==> src/design/eti_pkg.sv <==
// ============================================================================
// eti_pkg: shared types and helpers for the escape-time iterator
// Fixed-point word type, point and configuration records, the request and
// response records of the shared multiplier, and saturating add and subtract.
// ============================================================================
package eti_pkg;

    localparam int FX_W       = 64;
    localparam int HALF_W     = FX_W / 2;
    localparam int PROD_W     = 2 * FX_W;
    localparam int IN_W       = 32;
    localparam int IN_FRAC    = 28;
    localparam int ITER_W     = 16;
    localparam int BOUND_W    = 7;
    localparam int CFG_IDX_W  = 8;
    localparam int CFG_DATA_W = 16;
    localparam int Q_DEPTH    = 2;
    localparam int Q_AW       = $clog2(Q_DEPTH);

    typedef logic signed [FX_W-1:0] t_fx;

    localparam t_fx FX_MAX = {1'b0, {(FX_W-1){1'b1}}};
    localparam t_fx FX_MIN = {1'b1, {(FX_W-1){1'b0}}};

    // Configuration register indexes.
    localparam logic [CFG_IDX_W-1:0] REG_MAX_ITERATIONS  = 8'd0;
    localparam logic [CFG_IDX_W-1:0] REG_ESCAPE_BOUND_SQ = 8'd1;

    typedef struct packed {
        t_fx re;
        t_fx im;
    } t_point;

    typedef struct packed {
        logic [ITER_W-1:0]  max_iterations;
        logic [BOUND_W-1:0] escape_bound_sq;
    } t_cfg;

    typedef struct packed {
        logic start;
        t_fx  a;
        t_fx  b;
    } t_mul_req;

    typedef struct packed {
        logic busy;
        logic done;
        t_fx  p;
    } t_mul_rsp;

    function automatic t_fx fx_sat_add(input t_fx a, input t_fx b);
        logic [FX_W:0] s;
        s = {a[FX_W-1], a} + {b[FX_W-1], b};
        if (s[FX_W] != s[FX_W-1]) begin
            return s[FX_W] ? FX_MIN : FX_MAX;
        end
        return t_fx'(s[FX_W-1:0]);
    endfunction

    function automatic t_fx fx_sat_sub(input t_fx a, input t_fx b);
        logic [FX_W:0] s;
        s = {a[FX_W-1], a} - {b[FX_W-1], b};
        if (s[FX_W] != s[FX_W-1]) begin
            return s[FX_W] ? FX_MIN : FX_MAX;
        end
        return t_fx'(s[FX_W-1:0]);
    endfunction

endpackage

==> src/design/eti_front.sv <==
// ============================================================================
// eti_front: input stage of the escape-time iterator
// Takes one point word, converts both coordinates to the internal fixed-point
// format and hands the result to the point queue.
// ============================================================================
module eti_front import eti_pkg::*; #(
    parameter int FRAC_BITS = 28
) (
    input  logic                   i_clk,
    input  logic                   i_rst_n,
    input  logic                   i_valid,
    output logic                   o_stall,
    input  logic signed [IN_W-1:0] i_c_real,
    input  logic signed [IN_W-1:0] i_c_imag,
    output logic                   o_push,
    output t_point                 o_point,
    input  logic                   i_q_full
);

    localparam int UP = (FRAC_BITS >= IN_FRAC) ? FRAC_BITS - IN_FRAC : 0;
    localparam int DN = (FRAC_BITS <  IN_FRAC) ? IN_FRAC - FRAC_BITS : 0;

    // Widening is exact; narrowing rounds toward minus infinity.
    function automatic t_fx to_fx(input logic [IN_W-1:0] raw);
        t_fx ext;
        ext = {{(FX_W-IN_W){raw[IN_W-1]}}, raw};
        return (ext <<< UP) >>> DN;
    endfunction

    logic   r_valid;
    t_point r_point;
    logic   w_take;

    assign o_stall = r_valid && i_q_full;
    assign o_push  = r_valid && !i_q_full;
    assign w_take  = i_valid && !o_stall;
    assign o_point = r_point;

    always_ff @(posedge i_clk) begin
        if (!i_rst_n) begin
            r_valid <= 1'b0;
        end else if (w_take) begin
            r_valid <= 1'b1;
        end else if (o_push) begin
            r_valid <= 1'b0;
        end
    end

    always_ff @(posedge i_clk) begin
        if (w_take) begin
            r_point.re <= to_fx(i_c_real);
            r_point.im <= to_fx(i_c_imag);
        end
    end

endmodule

==> config.mk <==
export PLATFORM = sky130hd
export DESIGN_NAME = eti_front
export DESIGN_NICKNAME = d
export VERILOG_FILES = /design/src/design/eti_pkg.sv /design/src/design/eti_front.sv
export SDC_FILE = /design/constraint.sdc
export NUM_CORES = 1
export LEC_CHECK = 0
export BUFFER_PORTS_ARGS = -buffer_cell sky130_fd_sc_hd__buf_2
export CAP_MARGIN = 10
export CORE_MARGIN = 5
export CORE_UTILIZATION = 30
export DETAILED_ROUTE_END_ITERATION = 8
export PLACE_DENSITY = 0.67
export SLEW_MARGIN = 20
export SYNTH_ARGS = -nofsm -noshare
export SYNTH_HDL_FRONTEND = slang
export SYNTH_SLANG_ARGS = --single-unit
==> constraint.sdc <==
create_clock -name i_clk -period 4.5 [get_ports i_clk]
set_input_delay 0.225 -clock i_clk [delete_from_list [all_inputs] [get_ports i_clk]]
set_output_delay 0.225 -clock i_clk [all_outputs]
set_load 0.05 [all_outputs]
==> results.md <==
* Register-to-Register Path Depth at 3
* Post-DP Area at 0.00310 sq mm
* Pin count of the biggest net entering global routing at 37
* Final Cell Area at 0.00334 sq mm
* Critical R2R Launch: r_valid
* Wire per inst at 13.5 microns
* Vias in the first global route at 1,431
* Leak Pwr at 1.55 nW
* I/O Buffers at 197
* Cells after synthesis at 133
* Total global routing overflow at 0
* CTS Buffer Depth at 2
* Maxcap violations at 0
* Setup Viol. Count Final at 0
* Peak Freq at 501 MHz
* Clock net sink count at 65
* Post-CTS Resized at 0
* Terminus of the critical flop-to-flop path: o_point[86]
* Fin crit share at 0.444
* Slowest-stage cell, CP: nor2b_4
* Die area at 0.0101 sq mm
* Global placer's final weighted congestion at 0.706
* Overall routing resource usage at 0.0981
* Antenna diodes at 0
* CTS buffer count at 9
* Most common cell after layout, fill and taps aside: buf_2
* Die W at 100 microns
* Non-filler instance count after layout at 388
* Skew final at 0.00396 ns
* Die Ht at 100 microns
* CP startpoint kind: flip-flop
* Core area at 0.00809 sq mm
* P&R area growth vs syn at 36.1%
* Crit path depth at 3
* Layout Nets at 346
* I/O pins at 198
* Final WL at 5220 microns
* Critical Path Sink Type: flip-flop
* Top delay family on crit path: simple AND/OR/NAND/NOR gates
* Crit-path max FO at 36
* H-tree depth at 3
* Final min period at 2.00 ns
* Worst path max stage delay at 0.63 ns
* Clock latency on the worst-skew pair at 0.33 ns
* WS Path Type: reg2reg
* #FFs+latches synth at 65
* CP Cell Sequence: and2_4 > nor2b_4 > buf_4
* Most frequent cells in the layout: 197 x buf_2, 64 x edfxtp_1, 9 x clkbuf_8
* Initial Util at 0.303
* PwrDens at 492 mW/mm^2
* Critical Path AT at 1.98 ns
* Final hold violation count at 0
* Crit path from: r_valid
* RSZ-0062 raised after global routing: no
* Reg2Reg Setup Slack at 2.50 ns
* Setup crit end: o_point[86]
* Slew @ Worst Pin at 0.797 ns
* Hold Path Cell Cnt at 1
* Final hold slack at 0.0593 ns
* Antenna viol nets, final at 0
* Drt first pass iters at 4
* Detailed placement HPWL at 4150 microns
* Post-CTS Setup Bufs at 0
* Avg Inst Size Synth at 18.4 sq um
* Post-Syn Area at 0.00245 sq mm
* VDD IR-drop max at 221 uV
* Vias at 1,495
* DR DRC count at 0
* Row Count at 33
* Synth unique cells at 7
* Seq/Total Area, Yosys at 0.792
* Layout cells sized above 1 at 0.760
* Iteration-0 DRC Markers at 45
* Initial antenna violation count at 0
* Cts-stage hold buffer count at 0
* Slew Limit Fails at 0
* First-pass GRT wire length at 7130 microns
* Dpl cells at 372
* YS warnings at 0
* Syn Nets at 201
* Clock root buffer: clkbuf_8
* Max_slew headroom at 0.467
* Number of vias per cell at 3.85
* CP required at 4.48 ns
* Crit path buffers/inverters at 1
* Clock Pin Slew Worst Setup and Hold Paths at 0.07 ns
* Status: complete, no violations
* TritonCTS clock tree: done
* Worst min-delay path class: in2reg
* Setup TNS Final at 0 ns
==> worst register-to-register path: stages (launching register included) <==
cell     delay, ns
dfxtp_1       0.31
and2_4        0.15
nor2b_4       0.63
buf_4         0.53
==> state kept, by name (all words and copies together) (netlist names) <==
| name | count |
|---|---|
| r_valid | 1 |
| o_point | 64 |
==> stage by stage <==
stage          setup WS, ns  total power, mW   util
3_5_place_dp           2.40             1.09  0.384
2_1_floorplan         0.657             1.04      -
4_1_cts                2.45             1.67  0.412
5_1_grt                2.35             1.70  0.412
3_3_place_gp           2.45             1.08  0.384
6_report               2.50             1.64  0.412
==> power by group <==
part	total, mW	internal [mW]	switching (mW)
registers	0.720	0.707	0.0125
logic	0.348	0.0654	0.283
clock network	0.574	0.363	0.211
==> area by class of cell <==
cell class / instances / area (sq um)
clock buffers: 9 / 124
multi-input cells: 4 / 37.5
fillers: 785 / 4760
well taps: 105 / 131
repair buffers: 198 / 993
clock inverters: 7 / 109
flip-flops and latches: 65 / 1940
==> cell usage after synthesis <==
master     n  area share
and2_4     1      0.0036
and2b_1    1      0.0031
buf_4     64        0.20
dfxtp_1    1      0.0082
edfxtp_1  64        0.78
nor2b_1    1      0.0026
o21a_1     1      0.0031
==> kinds of logic after synthesis <==
kind of cell           Yosys count  synth area share
buffers and inverters           64             0.196
flip-flops                      65             0.792
AO/OA/AOI/OAI                    1           0.00306
AND/OR/NAND/NOR                  3           0.00919
==> metal layers <==
layer	vias to the layer above	track usage	part of all wire
met3	7	0.0646	0.20
met4	0	0.0622	0.017
met2	137	0.152	0.45
li1	694	-	-
met1	657	0.0961	0.33
met5	-	0	0
==> worst min-delay path by stage <==
stage,slack [ns],from,end
3_5_place_dp,0.40,i_c_imag[29],o_point[29]
6_report,0.06,i_c_imag[7],o_point[7]
4_1_cts,0.03,i_c_imag[29],o_point[29]
2_1_floorplan,0.32,i_c_imag[0],o_point[0]
3_3_place_gp,0.40,i_c_imag[10],o_point[10]
5_1_grt,0.03,i_c_imag[5],o_point[5]
No activity file was read; power rests on OpenSTA's default activity.
