===== src/design/eti_pkg.sv =====
// ============================================================================
// eti_pkg: shared types and helpers for the escape-time iterator
// Fixed-point word type, point and configuration records, the request and
// response records of the shared multiplier, and saturating add and subtract.
// ============================================================================
package eti_pkg;

    localparam int FX_W       = 64;
    localparam int HALF_W     = FX_W / 2;
    localparam int PROD_W     = 2 * FX_W;
    localparam int IN_W       = 32;
    localparam int IN_FRAC    = 28;
    localparam int ITER_W     = 16;
    localparam int BOUND_W    = 7;
    localparam int CFG_IDX_W  = 8;
    localparam int CFG_DATA_W = 16;
    localparam int Q_DEPTH    = 2;
    localparam int Q_AW       = $clog2(Q_DEPTH);

    typedef logic signed [FX_W-1:0] t_fx;

    localparam t_fx FX_MAX = {1'b0, {(FX_W-1){1'b1}}};
    localparam t_fx FX_MIN = {1'b1, {(FX_W-1){1'b0}}};

    // Configuration register indexes.
    localparam logic [CFG_IDX_W-1:0] REG_MAX_ITERATIONS  = 8'd0;
    localparam logic [CFG_IDX_W-1:0] REG_ESCAPE_BOUND_SQ = 8'd1;

    typedef struct packed {
        t_fx re;
        t_fx im;
    } t_point;

    typedef struct packed {
        logic [ITER_W-1:0]  max_iterations;
        logic [BOUND_W-1:0] escape_bound_sq;
    } t_cfg;

    typedef struct packed {
        logic start;
        t_fx  a;
        t_fx  b;
    } t_mul_req;

    typedef struct packed {
        logic busy;
        logic done;
        t_fx  p;
    } t_mul_rsp;

    function automatic t_fx fx_sat_add(input t_fx a, input t_fx b);
        logic [FX_W:0] s;
        s = {a[FX_W-1], a} + {b[FX_W-1], b};
        if (s[FX_W] != s[FX_W-1]) begin
            return s[FX_W] ? FX_MIN : FX_MAX;
        end
        return t_fx'(s[FX_W-1:0]);
    endfunction

    function automatic t_fx fx_sat_sub(input t_fx a, input t_fx b);
        logic [FX_W:0] s;
        s = {a[FX_W-1], a} - {b[FX_W-1], b};
        if (s[FX_W] != s[FX_W-1]) begin
            return s[FX_W] ? FX_MIN : FX_MAX;
        end
        return t_fx'(s[FX_W-1:0]);
    endfunction

endpackage


===== src/design/eti_queue.sv =====
// ============================================================================
// eti_queue: short point queue between front and back
// A small register FIFO so that the input side and the iteration engine can
// stall independently of each other.
// ============================================================================
module eti_queue import eti_pkg::*; (
    input  logic   i_clk,
    input  logic   i_rst_n,
    input  logic   i_push,
    input  t_point i_data,
    output logic   o_full,
    input  logic   i_pop,
    output t_point o_data,
    output logic   o_empty
);

    t_point          r_mem [Q_DEPTH];
    logic [Q_AW-1:0] r_wr_ptr;
    logic [Q_AW-1:0] r_rd_ptr;
    logic [Q_AW:0]   r_count;

    assign o_full  = (r_count == (Q_AW+1)'(Q_DEPTH));
    assign o_empty = (r_count == '0);
    assign o_data  = r_mem[r_rd_ptr];

    always_ff @(posedge i_clk) begin
        if (!i_rst_n) begin
            r_wr_ptr <= '0;
            r_rd_ptr <= '0;
            r_count  <= '0;
        end else begin
            if (i_push) begin
                r_wr_ptr <= r_wr_ptr + 1'b1;
            end
            if (i_pop) begin
                r_rd_ptr <= r_rd_ptr + 1'b1;
            end
            case ({i_push, i_pop})
                2'b10:   r_count <= r_count + 1'b1;
                2'b01:   r_count <= r_count - 1'b1;
                default: r_count <= r_count;
            endcase
        end
    end

    always_ff @(posedge i_clk) begin
        if (i_push) begin
            r_mem[r_wr_ptr] <= i_data;
        end
    end

endmodule


===== config.mk =====
export PLATFORM = sky130hd
export DESIGN_NAME = eti_queue
export DESIGN_NICKNAME = d
export VERILOG_FILES = /design/src/design/eti_pkg.sv /design/src/design/eti_queue.sv
export SDC_FILE = /design/constraint.sdc
export NUM_CORES = 1
export LEC_CHECK = 0
export BUFFER_PORTS_ARGS = -buffer_cell sky130_fd_sc_hd__buf_4
export CORE_ASPECT_RATIO = 1.1
export CORE_UTILIZATION = 40
export DETAILED_ROUTE_END_ITERATION = 16
export REMOVE_ABC_BUFFERS = 1
export SLEW_MARGIN = 20
export SYNTH_ARGS = -nofsm -noshare
export SYNTH_HDL_FRONTEND = slang
export SYNTH_SLANG_ARGS = --single-unit

===== constraint.sdc =====
create_clock -name i_clk -period 18.94 [get_ports i_clk]
set_input_delay 0.947 -clock i_clk [delete_from_list [all_inputs] [get_ports i_clk]]
set_output_delay 0.947 -clock i_clk [all_outputs]
set_load 0.005 [all_outputs]

==> qor.csv <==
stage,metric,value,unit
setup_path,slowest CP cell,dfxtp_4,
power,sequential share of power,51.4,%
timing,fin crit share,20.2,%
timing,worst rel slew slack,33.7,%
floorplan,Initial Util,41.0,%
flow_run,max cap viols,0,
setup_path,CP max stage delay,920,ps
detailed_routing,DRC Markers,0,
setup_path,Register-to-Register Path Depth,2,
outcome,outcome,"complete, no violations",
clocking,Post-CTS Resized,0,
placement,Placement Cell Area,0.0117,sq mm
timing,Setup TNS,0,ps
timing,final slew viol count,0,
power,P_sw,0.000273,W
grt,vias in the first global route,5207,
detailed_routing,vias,4775,
detailed_routing,Detail Route Antenna Nets,0,
timing,Hold Slack,504,ps
clocking,number of clock sinks,261,
setup_path,FF-to-FF setup slack,16500,ps
power,P_leak,4.66,nW
detailed_routing,Iteration-0 DRC Markers,141,
setup_path,cell-by-cell trace of the critical path,buf_4 -> mux2_2 -> buf_4,
setup_path,crit start category,flop,
synth,post-synthesis instance total,420,
detailed_routing,drt wl/cell,17.9,um
grt,largest net degree at the start of global routing,74,
power,Logic pwr share,10.0,%
detailed_routing,total wire length,18.2,mm
synth,Syn. warnings,0,
cells_and_area,final net count,833,
setup_path,RR Startpoint,r_wr_ptr,
timing,clock skew,4.73,ps
grt,Overflow after GRT,0,
worst_hold_path,Hold Crit Endpoint,r_count[1],
synth,Synth Register Bits,261,
setup_path,CP arrival,2880,ps
grt,All-Layer GR Usage,14.7,%
cells_and_area,diode count,0,
cells_and_area,Final Cell Area,0.0126,sq mm
timing,Max Clk Rate,0.262,GHz
setup_path,"CP delay by family, top",buffers and inverters,
clocking,Post-CTS Hold Fix Bufs,0,
cells_and_area,Synth-to-Final Area Change,33.4,%
clocking,CTS Root Cell,clkbuf_16,
grt,first-pass GRT wire length,27.3,mm
detailed_routing,Vias/cell,4.69,
cells_and_area,final core occ,54.7,%
power,switch share,20.6,%
floorplan,core area,0.0230,sq mm
floorplan,Die H,163,um
synth,Synth cell types,17,
worst_hold_path,min-delay src,r_count[1],
placement,Final HPWL DP,11.8,mm
clocking,Max Buffers Root-to-Sink,3,
worst_hold_path,hold crit path type,reg2reg,
floorplan,floorplan die width,148,um
setup_path,CP most frequent cell,buf_4,
clocking,CTS buffer count,27,
floorplan,Ports,262,
power,Clock power frac,38.6,%
synth,Post-Syn Area,0.00944,sq mm
detailed_routing,1st-pass router iterations,4,
timing,post-layout minimum cycle time,3820,ps
setup_path,crit path kind,reg2out,
clocking,setup bufs post-CTS,0,
setup_path,CP max FO,65,
floorplan,full die area,0.0242,sq mm
setup_path,critical path required time,17990,ps
clocking,CTS tree,built,
clocking,H-tree depth,1,
setup_path,r2r endpoint,r_mem[1][78],
timing,Least-Margin Pin Slew,994,ps
floorplan,# rows,58,
clocking,Skew-Pair Late Insertion Delay,520,ps
power,Internal Power,0.00105,W
timing,RSZ-0062 raised after global routing,false,
placement,I/O Buffers,261,
clocking,Worst-path clk slew,60,ps
timing,final hold vios,0,
setup_path,Worst setup EP type,output pin,
power,Power Dens Cells,105,mW/mm^2
timing,Finish-stage setup viols,0,
worst_hold_path,worst hold path stage count,2,
power,Worst VDD drop,0.0851,mV
setup_path,WP buf/inv,2,
synth,Syn Area/Cell,22.5,sq um
grt,initial antenna violation count,1,
cells_and_area,share of layout cells above drive strength 1,61.3,%
placement,Placer Congestion,0.701,
synth,register area share after synthesis,82.5,%
final cells by class:
class / instances / area (sq um)
Fill cell: 1808 / 10400
Sequential cell: 261 / 7790
Timing Repair Buffer: 265 / 1990
Multi-Input combinational cell: 144 / 1560
Clock buffer: 30 / 687
Tap cell: 300 / 375
Clock inverter: 17 / 181
Inverter: 1 / 3.75
kinds of logic (layout without fill, tap and decap cells):
kind of cell	after synthesis	count (layout)	synth area share [%]
xor gates and xnor gates	3	3	0.278
DFF	261	261	82.5
and+or+nand+nor	9	9	0.570
buffers and inverters	15	313	1.07
muxes	128	128	15.3
adders and majority gates	1	1	0.132
AOI/OAI and AO/OA	3	3	0.212
worst register-to-register path, cell delays in order, from the launching register on:
cell and delay (ps):
dfxtp_1 380, and2_4 730, buf_4 880
registers in the layout, indices dropped and copies added, names as in the netlist, named ones only:
name / flops
r_count: 2
r_mem: 256
r_wr_ptr: 1
r_rd_ptr: 1
power by group through the flow:
| stage | logic [W] | clock network [W] | registers, W |
|---|---|---|---|
| 2_1_floorplan | 0.0000554 | 0 | 0.000696 |
| 3_3_place_gp | 0.000133 | 0 | 0.000691 |
| 3_5_place_dp | 0.000135 | 0 | 0.000693 |
| 4_1_cts | 0.000136 | 0.000528 | 0.000681 |
| 5_1_grt | 0.000144 | 0.000548 | 0.000683 |
| 6_report | 0.000133 | 0.000511 | 0.000680 |
routing by layer:
metal  wire length [um]  GRT usage [%]
met1               6720           16.6
met2               9420           26.1
met3               1720           5.17
met4                338           4.22
met5                 17              0
cells in the mapped netlist:
library cell / number / area, sq um
dfxtp_1: 5 / 100
edfxtp_1: 256 / 7690
a21boi_1: 1 / 7.51
nor2_1: 2 / 7.51
o21a_1: 1 / 7.51
inv_1: 1 / 3.75
or3_1: 1 / 6.26
o21ai_0: 1 / 5.00
ha_1: 1 / 12.5
buf_4: 11 / 82.6
xor2_1: 1 / 8.76
nor2b_1: 1 / 6.26
and2b_2: 1 / 8.76
buf_2: 3 / 15.0
xnor2_1: 2 / 17.5
mux2_2: 128 / 1440
and2_1: 4 / 25.0
how the worst max path moves through the flow:
stage	from	to	slack [ps]	cells past startpoint
floorplan	i_push	r_mem[0][0]	11920	2
global placement	flop	o_data[18]	15620	3
detailed placement	flop	o_data[18]	15580	3
CTS	flop	o_data[18]	15010	3
global route	flop	o_data[72]	14910	3
finish	flop	o_data[18]	15120	3
cell usage in the layout, fill, tap and decap left out:
| cell | netlist | final |
|---|---|---|
| or3_1 | 1 | 1 |
| dfxtp_1 | 5 | 4 |
| and2_4 | 0 | 1 |
| o21a_1 | 1 | 1 |
| nor2_1 | 2 | 1 |
| nor2_4 | 0 | 1 |
| clkbuf_1 | 0 | 3 |
| clkinv_4 | 0 | 1 |
| xor2_1 | 1 | 1 |
| clkinv_2 | 0 | 5 |
| nor2b_1 | 1 | 1 |
| buf_4 | 11 | 265 |
| clkinvlp_4 | 0 | 6 |
| a21boi_1 | 1 | 1 |
| bufinv_16 | 0 | 3 |
| clkbuf_16 | 0 | 27 |
| inv_6 | 0 | 1 |
| xnor2_1 | 2 | 2 |
| and2b_2 | 1 | 1 |
| o21ai_0 | 1 | 1 |
| and2_1 | 4 | 3 |
| edfxtp_1 | 256 | 256 |
| clkinv_1 | 0 | 1 |
| dfxtp_4 | 0 | 1 |
| inv_1 | 1 | 1 |
| mux2_2 | 128 | 128 |
| ha_1 | 1 | 1 |
stage by stage:
| stage | power (W) | setup WS, ps | instances |
|---|---|---|---|
| after detailed placement | 0.000828 | 15580 | 971 |
| after global routing | 0.00138 | 14910 | 1018 |
| after global placement | 0.000824 | 15620 | 971 |
| after CTS | 0.00134 | 15010 | 1018 |
| final | 0.00132 | 15120 | 1018 |
| after floorplan | 0.000751 | 11920 | 406 |
Note: power is estimated with default switching activity, not from simulation.
