===== src/design/eti_pkg.sv =====
// ============================================================================
// eti_pkg: shared types and helpers for the escape-time iterator
// Fixed-point word type, point and configuration records, the request and
// response records of the shared multiplier, and saturating add and subtract.
// ============================================================================
package eti_pkg;

    localparam int FX_W       = 64;
    localparam int HALF_W     = FX_W / 2;
    localparam int PROD_W     = 2 * FX_W;
    localparam int IN_W       = 32;
    localparam int IN_FRAC    = 28;
    localparam int ITER_W     = 16;
    localparam int BOUND_W    = 7;
    localparam int CFG_IDX_W  = 8;
    localparam int CFG_DATA_W = 16;
    localparam int Q_DEPTH    = 2;
    localparam int Q_AW       = $clog2(Q_DEPTH);

    typedef logic signed [FX_W-1:0] t_fx;

    localparam t_fx FX_MAX = {1'b0, {(FX_W-1){1'b1}}};
    localparam t_fx FX_MIN = {1'b1, {(FX_W-1){1'b0}}};

    // Configuration register indexes.
    localparam logic [CFG_IDX_W-1:0] REG_MAX_ITERATIONS  = 8'd0;
    localparam logic [CFG_IDX_W-1:0] REG_ESCAPE_BOUND_SQ = 8'd1;

    typedef struct packed {
        t_fx re;
        t_fx im;
    } t_point;

    typedef struct packed {
        logic [ITER_W-1:0]  max_iterations;
        logic [BOUND_W-1:0] escape_bound_sq;
    } t_cfg;

    typedef struct packed {
        logic start;
        t_fx  a;
        t_fx  b;
    } t_mul_req;

    typedef struct packed {
        logic busy;
        logic done;
        t_fx  p;
    } t_mul_rsp;

    function automatic t_fx fx_sat_add(input t_fx a, input t_fx b);
        logic [FX_W:0] s;
        s = {a[FX_W-1], a} + {b[FX_W-1], b};
        if (s[FX_W] != s[FX_W-1]) begin
            return s[FX_W] ? FX_MIN : FX_MAX;
        end
        return t_fx'(s[FX_W-1:0]);
    endfunction

    function automatic t_fx fx_sat_sub(input t_fx a, input t_fx b);
        logic [FX_W:0] s;
        s = {a[FX_W-1], a} - {b[FX_W-1], b};
        if (s[FX_W] != s[FX_W-1]) begin
            return s[FX_W] ? FX_MIN : FX_MAX;
        end
        return t_fx'(s[FX_W-1:0]);
    endfunction

endpackage


===== src/design/eti_mul.sv =====
// ============================================================================
// eti_mul: multi-cycle saturating fixed-point multiplier
// Multiplies two signed words by magnitude, one 32x32 partial product a cycle,
// then scales by the fraction width and saturates to the signed word range.
// ============================================================================
module eti_mul import eti_pkg::*; #(
    parameter int FRAC_BITS = 28
) (
    input  logic     i_clk,
    input  logic     i_rst_n,
    input  t_mul_req i_req,
    output t_mul_rsp o_rsp
);

    localparam logic [2:0] P_IDLE = 3'd0;
    localparam logic [2:0] P_MAG  = 3'd1;
    localparam logic [2:0] P_MUL  = 3'd2;
    localparam logic [2:0] P_TAIL = 3'd3;
    localparam logic [2:0] P_FIN  = 3'd4;

    logic [2:0]        r_phase;
    logic [2:0]        n_phase;
    logic [1:0]        r_k;
    logic              r_pp_v;
    logic [1:0]        r_pp_k;
    logic [FX_W-1:0]   r_pp;
    t_fx               r_a;
    t_fx               r_b;
    logic [FX_W-1:0]   r_ua;
    logic [FX_W-1:0]   r_ub;
    logic              r_neg;
    logic [PROD_W-1:0] r_acc;
    logic              r_done;
    t_fx               r_p;

    logic [HALF_W-1:0] w_sel_a;
    logic [HALF_W-1:0] w_sel_b;
    logic [FX_W-1:0]   w_pp;
    logic [PROD_W-1:0] w_addend;
    logic [FX_W-1:0]   w_rlo;
    logic              w_ovf;
    t_fx               w_final;

    // Partial product order: low*low, low*high, high*low, high*high.
    assign w_sel_a = r_k[1] ? r_ua[FX_W-1:HALF_W] : r_ua[HALF_W-1:0];
    assign w_sel_b = r_k[0] ? r_ub[FX_W-1:HALF_W] : r_ub[HALF_W-1:0];
    assign w_pp    = w_sel_a * w_sel_b;

    always_comb begin
        case (r_pp_k)
            2'd0:    w_addend = {{FX_W{1'b0}}, r_pp};
            2'd3:    w_addend = {r_pp, {FX_W{1'b0}}};
            default: w_addend = {{HALF_W{1'b0}}, r_pp, {HALF_W{1'b0}}};
        endcase
    end

    assign w_rlo = r_acc[FRAC_BITS +: FX_W];
    assign w_ovf = (|r_acc[PROD_W-1:FRAC_BITS+FX_W]) || w_rlo[FX_W-1];

    always_comb begin
        if (w_ovf) begin
            w_final = r_neg ? FX_MIN : FX_MAX;
        end else if (r_neg) begin
            w_final = t_fx'(-w_rlo);
        end else begin
            w_final = t_fx'(w_rlo);
        end
    end

    always_comb begin
        n_phase = r_phase;
        unique case (r_phase)
            P_IDLE: begin
                if (i_req.start) begin
                    n_phase = P_MAG;
                end
            end
            P_MAG: n_phase = P_MUL;
            P_MUL: begin
                if (r_k == 2'd3) begin
                    n_phase = P_TAIL;
                end
            end
            P_TAIL:  n_phase = P_FIN;
            P_FIN:   n_phase = P_IDLE;
            default: n_phase = P_IDLE;
        endcase
    end

    always_ff @(posedge i_clk) begin
        if (!i_rst_n) begin
            r_phase <= P_IDLE;
            r_k     <= '0;
            r_pp_v  <= 1'b0;
            r_done  <= 1'b0;
        end else begin
            r_phase <= n_phase;
            r_pp_v  <= (r_phase == P_MUL);
            r_done  <= (r_phase == P_FIN);
            if (r_phase == P_MAG) begin
                r_k <= '0;
            end else if (r_phase == P_MUL) begin
                r_k <= r_k + 1'b1;
            end
        end
    end

    always_ff @(posedge i_clk) begin
        if (r_phase == P_IDLE && i_req.start) begin
            r_a <= i_req.a;
            r_b <= i_req.b;
        end
        if (r_phase == P_MAG) begin
            r_ua  <= r_a[FX_W-1] ? -r_a : r_a;
            r_ub  <= r_b[FX_W-1] ? -r_b : r_b;
            r_neg <= r_a[FX_W-1] ^ r_b[FX_W-1];
            r_acc <= '0;
        end else if (r_pp_v) begin
            r_acc <= r_acc + w_addend;
        end
        if (r_phase == P_MUL) begin
            r_pp   <= w_pp;
            r_pp_k <= r_k;
        end
        if (r_phase == P_FIN) begin
            r_p <= w_final;
        end
    end

    assign o_rsp.busy = (r_phase != P_IDLE);
    assign o_rsp.done = r_done;
    assign o_rsp.p    = r_p;

endmodule


===== config.mk =====
export PLATFORM = sky130hd
export DESIGN_NAME = eti_mul
export DESIGN_NICKNAME = d
export VERILOG_FILES = /design/src/design/eti_pkg.sv /design/src/design/eti_mul.sv
export SDC_FILE = /design/constraint.sdc
export NUM_CORES = 2
export LEC_CHECK = 0
export BUFFER_PORTS_ARGS = -buffer_cell sky130_fd_sc_hd__buf_4
export CORE_UTILIZATION = 59
export CTS_CLUSTER_SIZE = 14
export DETAILED_ROUTE_END_ITERATION = 10
export GPL_ROUTABILITY_DRIVEN = 0
export PLACE_DENSITY = 0.76
export SKIP_LAST_GASP = 1
export SLEW_MARGIN = 20
export SYNTH_ARGS = -nofsm -noshare
export SYNTH_HDL_FRONTEND = slang
export SYNTH_SLANG_ARGS = --single-unit

===== constraint.sdc =====
create_clock -name i_clk -period 9.2 [get_ports i_clk]
set_clock_uncertainty 0.05 [all_clocks]
set_input_delay 1.84 -clock i_clk [delete_from_list [all_inputs] [get_ports i_clk]]
set_output_delay 1.84 -clock i_clk [all_outputs]
set_load 0.02 [all_outputs]

==> flow_metrics.tcl <==
set metrics [dict create \
    route.detailed.drc 0 \
    worst_slack_ns 0.153 \
    firstDrtPassIters 8 \
    crit_arrival_ns 9.43 \
    grt_use_total 0.372 \
    setup_violations 0 \
    clk_latency_ns 0.68 \
    synth_cells 6887 \
    synth_flop_cell "edfxtp_1" \
    synth-adder-area-share 0.362 \
    synth_top_family_by_area "adder cells" \
    cts_buffer_depth 3 \
    dpl.hpwl_um 158000 \
    viasPerCell 6.22 \
    synth_nets 8311 \
    synth_top_cell_by_area "fa_1" \
    startpoint_type "flip-flop" \
    ys_ff_latch 522 \
    muxShareOfSynthArea 0.0350 \
    dr_total_vias 52123 \
    synthXorXnorAreaFrac 0.0416 \
    required_ns 9.59 \
    fin_crit_sh 0.983 \
    portBuffers 196 \
    mostFrequentLayoutCells "inv_1, nor2_1, fa_1" \
    synth_top_area_share 0.284 \
    max-cap-violations 0 \
    wire_per_inst_um 23.9 \
    synth_warnings 0 \
    syn-cell-area_um2 63300 \
    hold_buffers 0 \
    pre_cts_slack_ns 0.245 \
    clock-sinks 522 \
    drive_above_1_share 0.0855 \
    fmax_ghz 0.111 \
    layout_commonest_cell "inv_1" \
    grt_pass1_wl_um 304000 \
    tns_ns 0 \
    path_clk_slew_ns 0.07 \
    clockRootBuffer "clkbuf_16" \
    ys_async_sr_fraction 0 \
    drt-initial-drc-count 5049 \
    ys_seq_area_frac 0.226 \
    grt_pass1_vias 52603 \
    grt_max_degree 160 \
    final_util 0.649 \
    yosysUniqueCellTypes 80 \
    core_um2 106000 \
    wirelength_um 200000 \
    rsz0062_at_grt "false" \
    grt-ovfl-total 0 \
    die_x_um 330 \
    die_area_um2 109000 \
    initial_core_util 0.598 \
    synth_edf_count 387 \
    drv_slew 0 \
    nets 8357 \
    synth_compound_area_frac 0.107 \
    syn2layout_area_growth_pct 8.55 \
    htree_num_levels 2 \
    rows 119 \
    synth_area_leaders "fa_1, edfxtp_1, ha_1" \
    syn_area_per_cell_um2 9.20 \
    postRouteAntennaNets 0 \
    cts_tree "yes" \
    hold_viol_final 0 \
    fin_crit_ns 9.05 \
    crit_type "reg2reg" \
    whs_ns 0.436 \
    cp_max_fo 26 \
    cts_buffers 56 \
    synthSimpleGateAreaFrac 0.152 \
    slew_headroom 0.217 \
    fp.dieH_um 330 \
    hold_path.class "reg2reg" \
    endpoint_kind "flip-flop" \
    status "finished clean" \
    ios 197 \
    tightest_slew_ns 1.16 \
    antenna_found_initial 3 \
]
-- worst paths after layout --
check	start	endpoint	slack, ns	cells after the start
max reg2reg	r_k[0]	r_pp[62]	0.15	25
max	r_k[0]	r_pp[62]	0.15	25
min reg2reg	r_acc[126]	r_acc[126]	0.44	2
min	r_acc[126]	r_acc[126]	0.44	2
-- cell families (layout without fill, tap and decap cells) --
logic type / count (synthesis) / in the layout
AND/OR/NAND/NOR: 2199 / 2199
adder cells (fa/ha/maj): 1293 / 1293
buffers and inverters: 1286 / 1380
AO/OA/AOI/OAI: 1072 / 1072
flip-flops: 522 / 522
XOR/XNOR: 301 / 301
multiplexers: 214 / 214
other: 0 / 2
-- Yosys cell counts (62+ instances only) --
master    instances
or3_1            63
ha_1            396
nor3_1           71
a21oi_1         293
mux2_2           62
xor2_1           67
and2_1           70
fa_1            897
nand2_1         733
xnor2_1         234
nand4_1          94
edfxtp_1        387
a21o_1          136
o21ai_0         276
inv_1           936
dfxtp_1         135
clkbuf_1        322
nor2_1          932
mux2i_1         152
-- registers in the layout, summed over array words and instances (netlist names) --
signal / cells
r_done: 1
r_pp: 64
r_neg: 1
r_ua: 64
r_pp_k: 2
r_k: 2
r_acc: 128
r_pp_v: 1
r_phase: 3
r_ub: 64
r_p: 64
r_b: 64
r_a: 64
-- timing repair --
item	4_1_cts	5_1_grt
setup endpoints to repair	0	5
resized for setup	0	4
setup buffers	0	1
-- cell type report --
class / instances / area, um^2
multi-input combinational: 5079 / 44400
tap: 1391 / 1740
clock inverter: 36 / 405
antenna: 2 / 5.00
inverter: 937 / 3520
fill: 8394 / 37100
timing repair buffer: 337 / 2780
sequential: 522 / 14300
clock buffer: 70 / 1530
-- critical path: stages (launching register included) --
cell	delay (ns)
dfxtp_4	0.49
buf_12	0.29
buf_4	0.33
mux2_2	0.66
nand2_1	0.20
fa_1	0.57
inv_1	0.07
fa_1	0.55
fa_1	0.46
fa_1	0.55
fa_1	0.44
fa_1	0.48
fa_1	0.54
inv_1	0.07
fa_1	0.47
inv_1	0.05
ha_1	0.40
nand2_1	0.13
nor3_1	0.35
o21ai_1	0.23
a41o_1	0.37
a21oi_1	0.35
a31oi_1	0.22
o21ai_0	0.21
a21oi_1	0.10
xnor2_1	0.13
-- layer usage --
layer  global-route usage  vias to the layer above  wire length [um]
met3                0.121                      957             25500
met5                    0                        -                11
li1                     -                    22706                 -
met4                0.256                        2             17700
met2                0.583                     3474             88100
met1                0.436                    24984             69000
-- metrics by stage --
step	area, um^2	instances
final	68700	8374
after global routing	68700	8372
after CTS	68700	8371
after detailed placement	66800	8265
after global placement	66800	8265
after floorplan	63300	6887
Power is left out: the tool's default activity adds up to more than one toggle a clock period on the data nets, which glitch-free logic cannot reach.
