==> config.mk <==
export PLATFORM = sky130hd
export DESIGN_NAME = eti_back
export DESIGN_NICKNAME = d
export VERILOG_FILES = /design/src/design/eti_pkg.sv /design/src/design/eti_back.sv
export SDC_FILE = /design/constraint.sdc
export NUM_CORES = 1
export LEC_CHECK = 0
export BUFFER_PORTS_ARGS = -buffer_cell sky130_fd_sc_hd__buf_4
export CORE_MARGIN = 8
export CORE_UTILIZATION = 55
export CTS_CLUSTER_SIZE = 8
export DETAILED_ROUTE_END_ITERATION = 8
export GPL_ROUTABILITY_DRIVEN = 0
export PLACE_DENSITY = 0.75
export RECOVER_POWER = 100
export SYNTH_ARGS = -nofsm -noshare
export SYNTH_HDL_FRONTEND = slang
export SYNTH_SLANG_ARGS = --single-unit
==> constraint.sdc <==
create_clock -name i_clk -period 22.6 [get_ports i_clk]
set_clock_uncertainty 0.05 [all_clocks]
set_input_delay 1.13 -clock i_clk [delete_from_list [all_inputs] [get_ports i_clk]]
set_output_delay 1.13 -clock i_clk [all_outputs]
set_load 0.02 [all_outputs]
==> src/design/eti_pkg.sv <==
// ============================================================================
// eti_pkg: shared types and helpers for the escape-time iterator
// Fixed-point word type, point and configuration records, the request and
// response records of the shared multiplier, and saturating add and subtract.
// ============================================================================
package eti_pkg;

    localparam int FX_W       = 64;
    localparam int HALF_W     = FX_W / 2;
    localparam int PROD_W     = 2 * FX_W;
    localparam int IN_W       = 32;
    localparam int IN_FRAC    = 28;
    localparam int ITER_W     = 16;
    localparam int BOUND_W    = 7;
    localparam int CFG_IDX_W  = 8;
    localparam int CFG_DATA_W = 16;
    localparam int Q_DEPTH    = 2;
    localparam int Q_AW       = $clog2(Q_DEPTH);

    typedef logic signed [FX_W-1:0] t_fx;

    localparam t_fx FX_MAX = {1'b0, {(FX_W-1){1'b1}}};
    localparam t_fx FX_MIN = {1'b1, {(FX_W-1){1'b0}}};

    // Configuration register indexes.
    localparam logic [CFG_IDX_W-1:0] REG_MAX_ITERATIONS  = 8'd0;
    localparam logic [CFG_IDX_W-1:0] REG_ESCAPE_BOUND_SQ = 8'd1;

    typedef struct packed {
        t_fx re;
        t_fx im;
    } t_point;

    typedef struct packed {
        logic [ITER_W-1:0]  max_iterations;
        logic [BOUND_W-1:0] escape_bound_sq;
    } t_cfg;

    typedef struct packed {
        logic start;
        t_fx  a;
        t_fx  b;
    } t_mul_req;

    typedef struct packed {
        logic busy;
        logic done;
        t_fx  p;
    } t_mul_rsp;

    function automatic t_fx fx_sat_add(input t_fx a, input t_fx b);
        logic [FX_W:0] s;
        s = {a[FX_W-1], a} + {b[FX_W-1], b};
        if (s[FX_W] != s[FX_W-1]) begin
            return s[FX_W] ? FX_MIN : FX_MAX;
        end
        return t_fx'(s[FX_W-1:0]);
    endfunction

    function automatic t_fx fx_sat_sub(input t_fx a, input t_fx b);
        logic [FX_W:0] s;
        s = {a[FX_W-1], a} - {b[FX_W-1], b};
        if (s[FX_W] != s[FX_W-1]) begin
            return s[FX_W] ? FX_MIN : FX_MAX;
        end
        return t_fx'(s[FX_W-1:0]);
    endfunction

endpackage

==> src/design/eti_back.sv <==
// ============================================================================
// eti_back: iteration engine of the escape-time iterator
// Pops one point, runs z = z*z + c through the shared multiplier step by
// step, tests the squared magnitude and writes the result word.
// ============================================================================
module eti_back import eti_pkg::*; #(
    parameter int FRAC_BITS = 28
) (
    input  logic              i_clk,
    input  logic              i_rst_n,
    input  t_cfg              i_cfg,
    input  logic              i_q_empty,
    input  t_point            i_q_data,
    output logic              o_pop,
    output t_mul_req          o_mul_req,
    input  t_mul_rsp          i_mul_rsp,
    output logic              o_out_valid,
    input  logic              i_out_stall,
    output logic              o_escaped,
    output logic [ITER_W-1:0] o_iteration_index
);

    localparam logic [2:0] S_IDLE       = 3'd0;
    localparam logic [2:0] S_CROSS_GO   = 3'd1;
    localparam logic [2:0] S_CROSS_WAIT = 3'd2;
    localparam logic [2:0] S_SQR_GO     = 3'd3;
    localparam logic [2:0] S_SQR_WAIT   = 3'd4;
    localparam logic [2:0] S_SQI_GO     = 3'd5;
    localparam logic [2:0] S_SQI_WAIT   = 3'd6;
    localparam logic [2:0] S_CHECK      = 3'd7;

    logic [2:0]        r_state;
    logic [2:0]        n_state;
    t_fx               r_cr;
    t_fx               r_ci;
    t_fx               r_zr;
    t_fx               r_zi;
    t_fx               r_sqr;
    t_fx               r_sqi;
    t_fx               r_diff;
    logic [ITER_W-1:0] r_step;
    logic              r_out_valid;
    logic              r_escaped;
    logic [ITER_W-1:0] r_index;

    logic w_out_free;
    t_fx  w_mag;
    t_fx  w_bound;
    logic w_escape;
    logic w_last;
    logic w_stop;
    logic w_finish;
    logic w_zero;
    logic w_begin;

    assign w_out_free = !r_out_valid || !i_out_stall;
    // The squares of the new z serve both the escape test and the next step.
    assign w_mag      = fx_sat_add(r_sqr, r_sqi);
    assign w_bound    = t_fx'(i_cfg.escape_bound_sq) << FRAC_BITS;
    assign w_escape   = (w_mag > w_bound);
    assign w_last     = (({1'b0, r_step} + 1'b1) == {1'b0, i_cfg.max_iterations});
    assign w_stop     = w_escape || w_last;
    assign w_finish   = (r_state == S_CHECK) && w_stop && w_out_free;
    assign w_begin    = (r_state == S_IDLE) && !i_q_empty && (i_cfg.max_iterations != '0);
    assign w_zero     = (r_state == S_IDLE) && !i_q_empty && (i_cfg.max_iterations == '0)
                        && w_out_free;
    assign o_pop      = w_begin || w_zero;

    always_comb begin
        o_mul_req.start = 1'b0;
        o_mul_req.a     = r_zi;
        o_mul_req.b     = r_zi;
        unique case (r_state)
            S_CROSS_GO: begin
                o_mul_req.start = 1'b1;
                o_mul_req.a     = fx_sat_add(r_zr, r_zr);
                o_mul_req.b     = r_zi;
            end
            S_SQR_GO: begin
                o_mul_req.start = 1'b1;
                o_mul_req.a     = r_zr;
                o_mul_req.b     = r_zr;
            end
            S_SQI_GO: begin
                o_mul_req.start = 1'b1;
            end
            default: begin
                o_mul_req.start = 1'b0;
            end
        endcase
    end

    always_comb begin
        n_state = r_state;
        unique case (r_state)
            S_IDLE: begin
                if (w_begin) begin
                    n_state = S_CROSS_GO;
                end
            end
            S_CROSS_GO: n_state = S_CROSS_WAIT;
            S_CROSS_WAIT: begin
                if (i_mul_rsp.done) begin
                    n_state = S_SQR_GO;
                end
            end
            S_SQR_GO: n_state = S_SQR_WAIT;
            S_SQR_WAIT: begin
                if (i_mul_rsp.done) begin
                    n_state = S_SQI_GO;
                end
            end
            S_SQI_GO: n_state = S_SQI_WAIT;
            S_SQI_WAIT: begin
                if (i_mul_rsp.done) begin
                    n_state = S_CHECK;
                end
            end
            S_CHECK: begin
                if (!w_stop) begin
                    n_state = S_CROSS_GO;
                end else if (w_out_free) begin
                    n_state = S_IDLE;
                end
            end
        endcase
    end

    always_ff @(posedge i_clk) begin
        if (!i_rst_n) begin
            r_state     <= S_IDLE;
            r_out_valid <= 1'b0;
        end else begin
            r_state <= n_state;
            if (w_finish || w_zero) begin
                r_out_valid <= 1'b1;
            end else if (!i_out_stall) begin
                r_out_valid <= 1'b0;
            end
        end
    end

    always_ff @(posedge i_clk) begin
        if (w_begin) begin
            r_cr   <= i_q_data.re;
            r_ci   <= i_q_data.im;
            r_zr   <= '0;
            r_zi   <= '0;
            r_sqr  <= '0;
            r_sqi  <= '0;
            r_step <= '0;
        end
        if (r_state == S_CROSS_GO) begin
            r_diff <= fx_sat_sub(r_sqr, r_sqi);
        end
        if (r_state == S_CROSS_WAIT && i_mul_rsp.done) begin
            r_zr <= fx_sat_add(r_diff, r_cr);
            r_zi <= fx_sat_add(i_mul_rsp.p, r_ci);
        end
        if (r_state == S_SQR_WAIT && i_mul_rsp.done) begin
            r_sqr <= i_mul_rsp.p;
        end
        if (r_state == S_SQI_WAIT && i_mul_rsp.done) begin
            r_sqi <= i_mul_rsp.p;
        end
        if (r_state == S_CHECK && !w_stop) begin
            r_step <= r_step + 1'b1;
        end
        if (w_finish) begin
            r_escaped <= w_escape;
            r_index   <= w_escape ? r_step : '0;
        end else if (w_zero) begin
            r_escaped <= 1'b0;
            r_index   <= '0;
        end
    end

    assign o_out_valid       = r_out_valid;
    assign o_escaped         = r_escaped;
    assign o_iteration_index = r_index;

endmodule

==> out/metrics.yaml <==
status:
  outcome: "finished, violations left"
  violations: "max-capacitance violations, max-slew violations"
critical_path:
  crit_buf_inv: 4
  cp_top_family: "buffers and inverters"
  critical_path_class: "reg2out"
  cp.required_ps: 21420
  cp_common_cell: "clkbuf_1"
  path_cells: "nand2b_2 -> clkbuf_1 -> nor2_4 -> clkbuf_1 -> o21ai_0 -> clkbuf_1 -> a21oi_1 -> a221o_1 -> clkbuf_1"
  crit_path_max_fanout: 67
  worstSetupEndpointType: "primary output"
  worstPathArrival_ps: 9190
  slowest_stage: "clkbuf_1"
  start_kind: "register"
  max_stage_delay_ps: 2590
timing:
  max-slew-margin-rel_pct: -160.3
  finalHoldViolations: 0
  post-route-min-period_ps: 10370
  post-route-period-util_pct: 45.88
  worstMarginPinSlew_ps: 3904
  fin_setup_tns_ps: 0
  drv_slew: 993
  rsz0062_at_grt: "no"
  setup_viol: 0
  final.hold.worst_slack_ps: 558.6
  timing.fmax_ghz: 0.09645
floorplan:
  std_cell_rows: 95
  ios: 369
  core-area_um2: 67040
  fp.dieW_um: 276.0
  start_util_pct: 55.48
  dieArea_um2: 76200
  die_y_um: 276.0
route:
  wire_per_inst_um: 23.19
  antenna_left: 0
  dr.pass1.iters: 7
  drt_iter0_markers: 3716
  wl_um: 116600
  dr_total_vias: 32108
  drc: 0
  viasPerCell: 6.386
synth:
  synth_seq_cells: 485
  yosysMostFrequentCell: "edfxtp_1"
  synth_nets: 4370
  syn_area_um2: 37190
  synthTopCellsByArea: "edfxtp_1 39%, ha_1 9.0%, a21oi_1 5.9%"
  synth_top_area_share_pct: 38.84
  synthTopCellsByCount: "481 x edfxtp_1, 442 x a21oi_1, 278 x nand2_1, 269 x ha_1, 239 x inv_1"
  yosys_warnings: 0
  synthCells: 3876
  syn_avg_cell_area_um2: 9.595
  synth_edf_count: 481
  ys_types: 123
  ys.flop_type: "edfxtp_1"
  yosysTopAreaCell: "edfxtp_1"
  ys_seq_area_share_pct: 39.05
  synthArstFlopShare_pct: 0
global_routing:
  grt_overflow_total: 0
  grt_use_total_pct: 28.83
  antenna_found_initial: 6
  grt_pass1_vias: 30109
  grt_pass1_wl_um: 175300
  grt_max_degree: 78
final_layout:
  final_nets: 4632
  drive_gt1_share_pct: 11.87
  area_growth_syn_to_layout_pct: 10.81
run:
  cap_violations: 21
pwr:
  power_uw: 6359
  peakVddDrop_uv: 69.99
  leakage_uw: 0.01620
  p_per_area_nw_per_um2: 154.3
place:
  dpl.hpwl_um: 90210
  placement.io_buffers: 367
clocking:
  cts-resized-gates: 0
  ctsHoldBuffers: 0
  cts-root-buf: "clkbuf_16"
  htreeDepth: 3
  post-cts-setup-buffers: 0
  cts_buffer_depth: 3
  clock_latency_ps: 630
  cts_tree: "done"
  clkTransAtPathRegs_ps: 50
  cts_sinks: 485
  cts_buffers: 71
hold_path:
  holdCritPathClass: "reg2reg"
-- registers in the layout, indices dropped and copies added (netlist names) --
signal and cells:
r_ci 64, r_cr 64, r_diff 64, r_sqi 64, r_sqr 64, r_zi 64, r_zr 64, o_iteration_index 16
r_step 16, r_state 3, o_escaped 1, o_out_valid 1
-- where the power goes --
group | switching [µW] | internal (µW) | leakage [µW]
logic | 2510 | 1260 | 0.0105
registers | 176 | 1440 | 0.00470
clock network | 400 | 570 | 0.000957
total | 3090 | 3270 | 0.0162
-- stage by stage --
stage / setup slack [ps] / utilization [%] / instance area [µm²] / instances
after floorplan: 15510 / - / 37190 / 3876
after global placement: 13880 / 59.94 / 40180 / 4938
after detailed placement: 13920 / 59.94 / 40180 / 4938
after CTS: 13820 / 62.86 / 42140 / 5027
after global routing: 11320 / 61.47 / 41210 / 5027
final: 12230 / 61.47 / 41210 / 5028
-- final cells by class --
| cell class | count | area, µm² |
|---|---|---|
| antenna | 1 | 2.502 |
| clock buffer | 79 | 1817 |
| clock inverter | 10 | 140.1 |
| fill | 5833 | 25830 |
| inverter | 250 | 940.9 |
| multi-input combinational | 2943 | 20380 |
| sequential | 485 | 14520 |
| tap | 873 | 1092 |
| timing repair buffer | 387 | 2316 |
-- cell usage in the layout, fill, tap and decap left out, drive strengths merged, types with 58 or more instances in the layout --
master	netlist	layout
edfxtp	481	481
a21oi	450	450
clkbuf	102	346
o21ai	284	284
nand2	279	279
ha	269	269
inv	247	252
nor2	235	235
and2	159	159
xnor2	142	142
buf	96	120
a21o	98	98
nand3	72	72
xor2	70	70
mux2	69	69
a221o	64	64
nor3	58	58
-- per-layer routing --
metal  vias up  share of wire (%)  global-route usage, %
li1      14923                  -                      -
met2      1711                 43                  43.96
met3       312                 12                  8.996
met4        10                3.9                  10.29
met5         -              0.057                      0
met1     15152                 41                  38.49
-- kinds of logic after synthesis --
family	Yosys count	synth area share, %
buf+inv	448	5.383
compound gates	1281	23.39
mux	80	2.419
flops	485	39.05
xor+xnor	212	5.013
fa+ha+maj	282	9.507
simple gates	1088	15.23
-- path summary, 6_finish.rpt --
kind	startpoint	to	slack, ps	cells after the start
worst max-delay path	r_state[2]	o_mul_req[100]	12230	9
worst min register to register	r_step[4]	o_iteration_index[4]	560	1
worst max register to register	r_sqr[24]	r_step[6]	12630	31
worst min-delay path	r_step[4]	o_iteration_index[4]	560	1
Note: power is estimated with default switching activity, not from simulation.
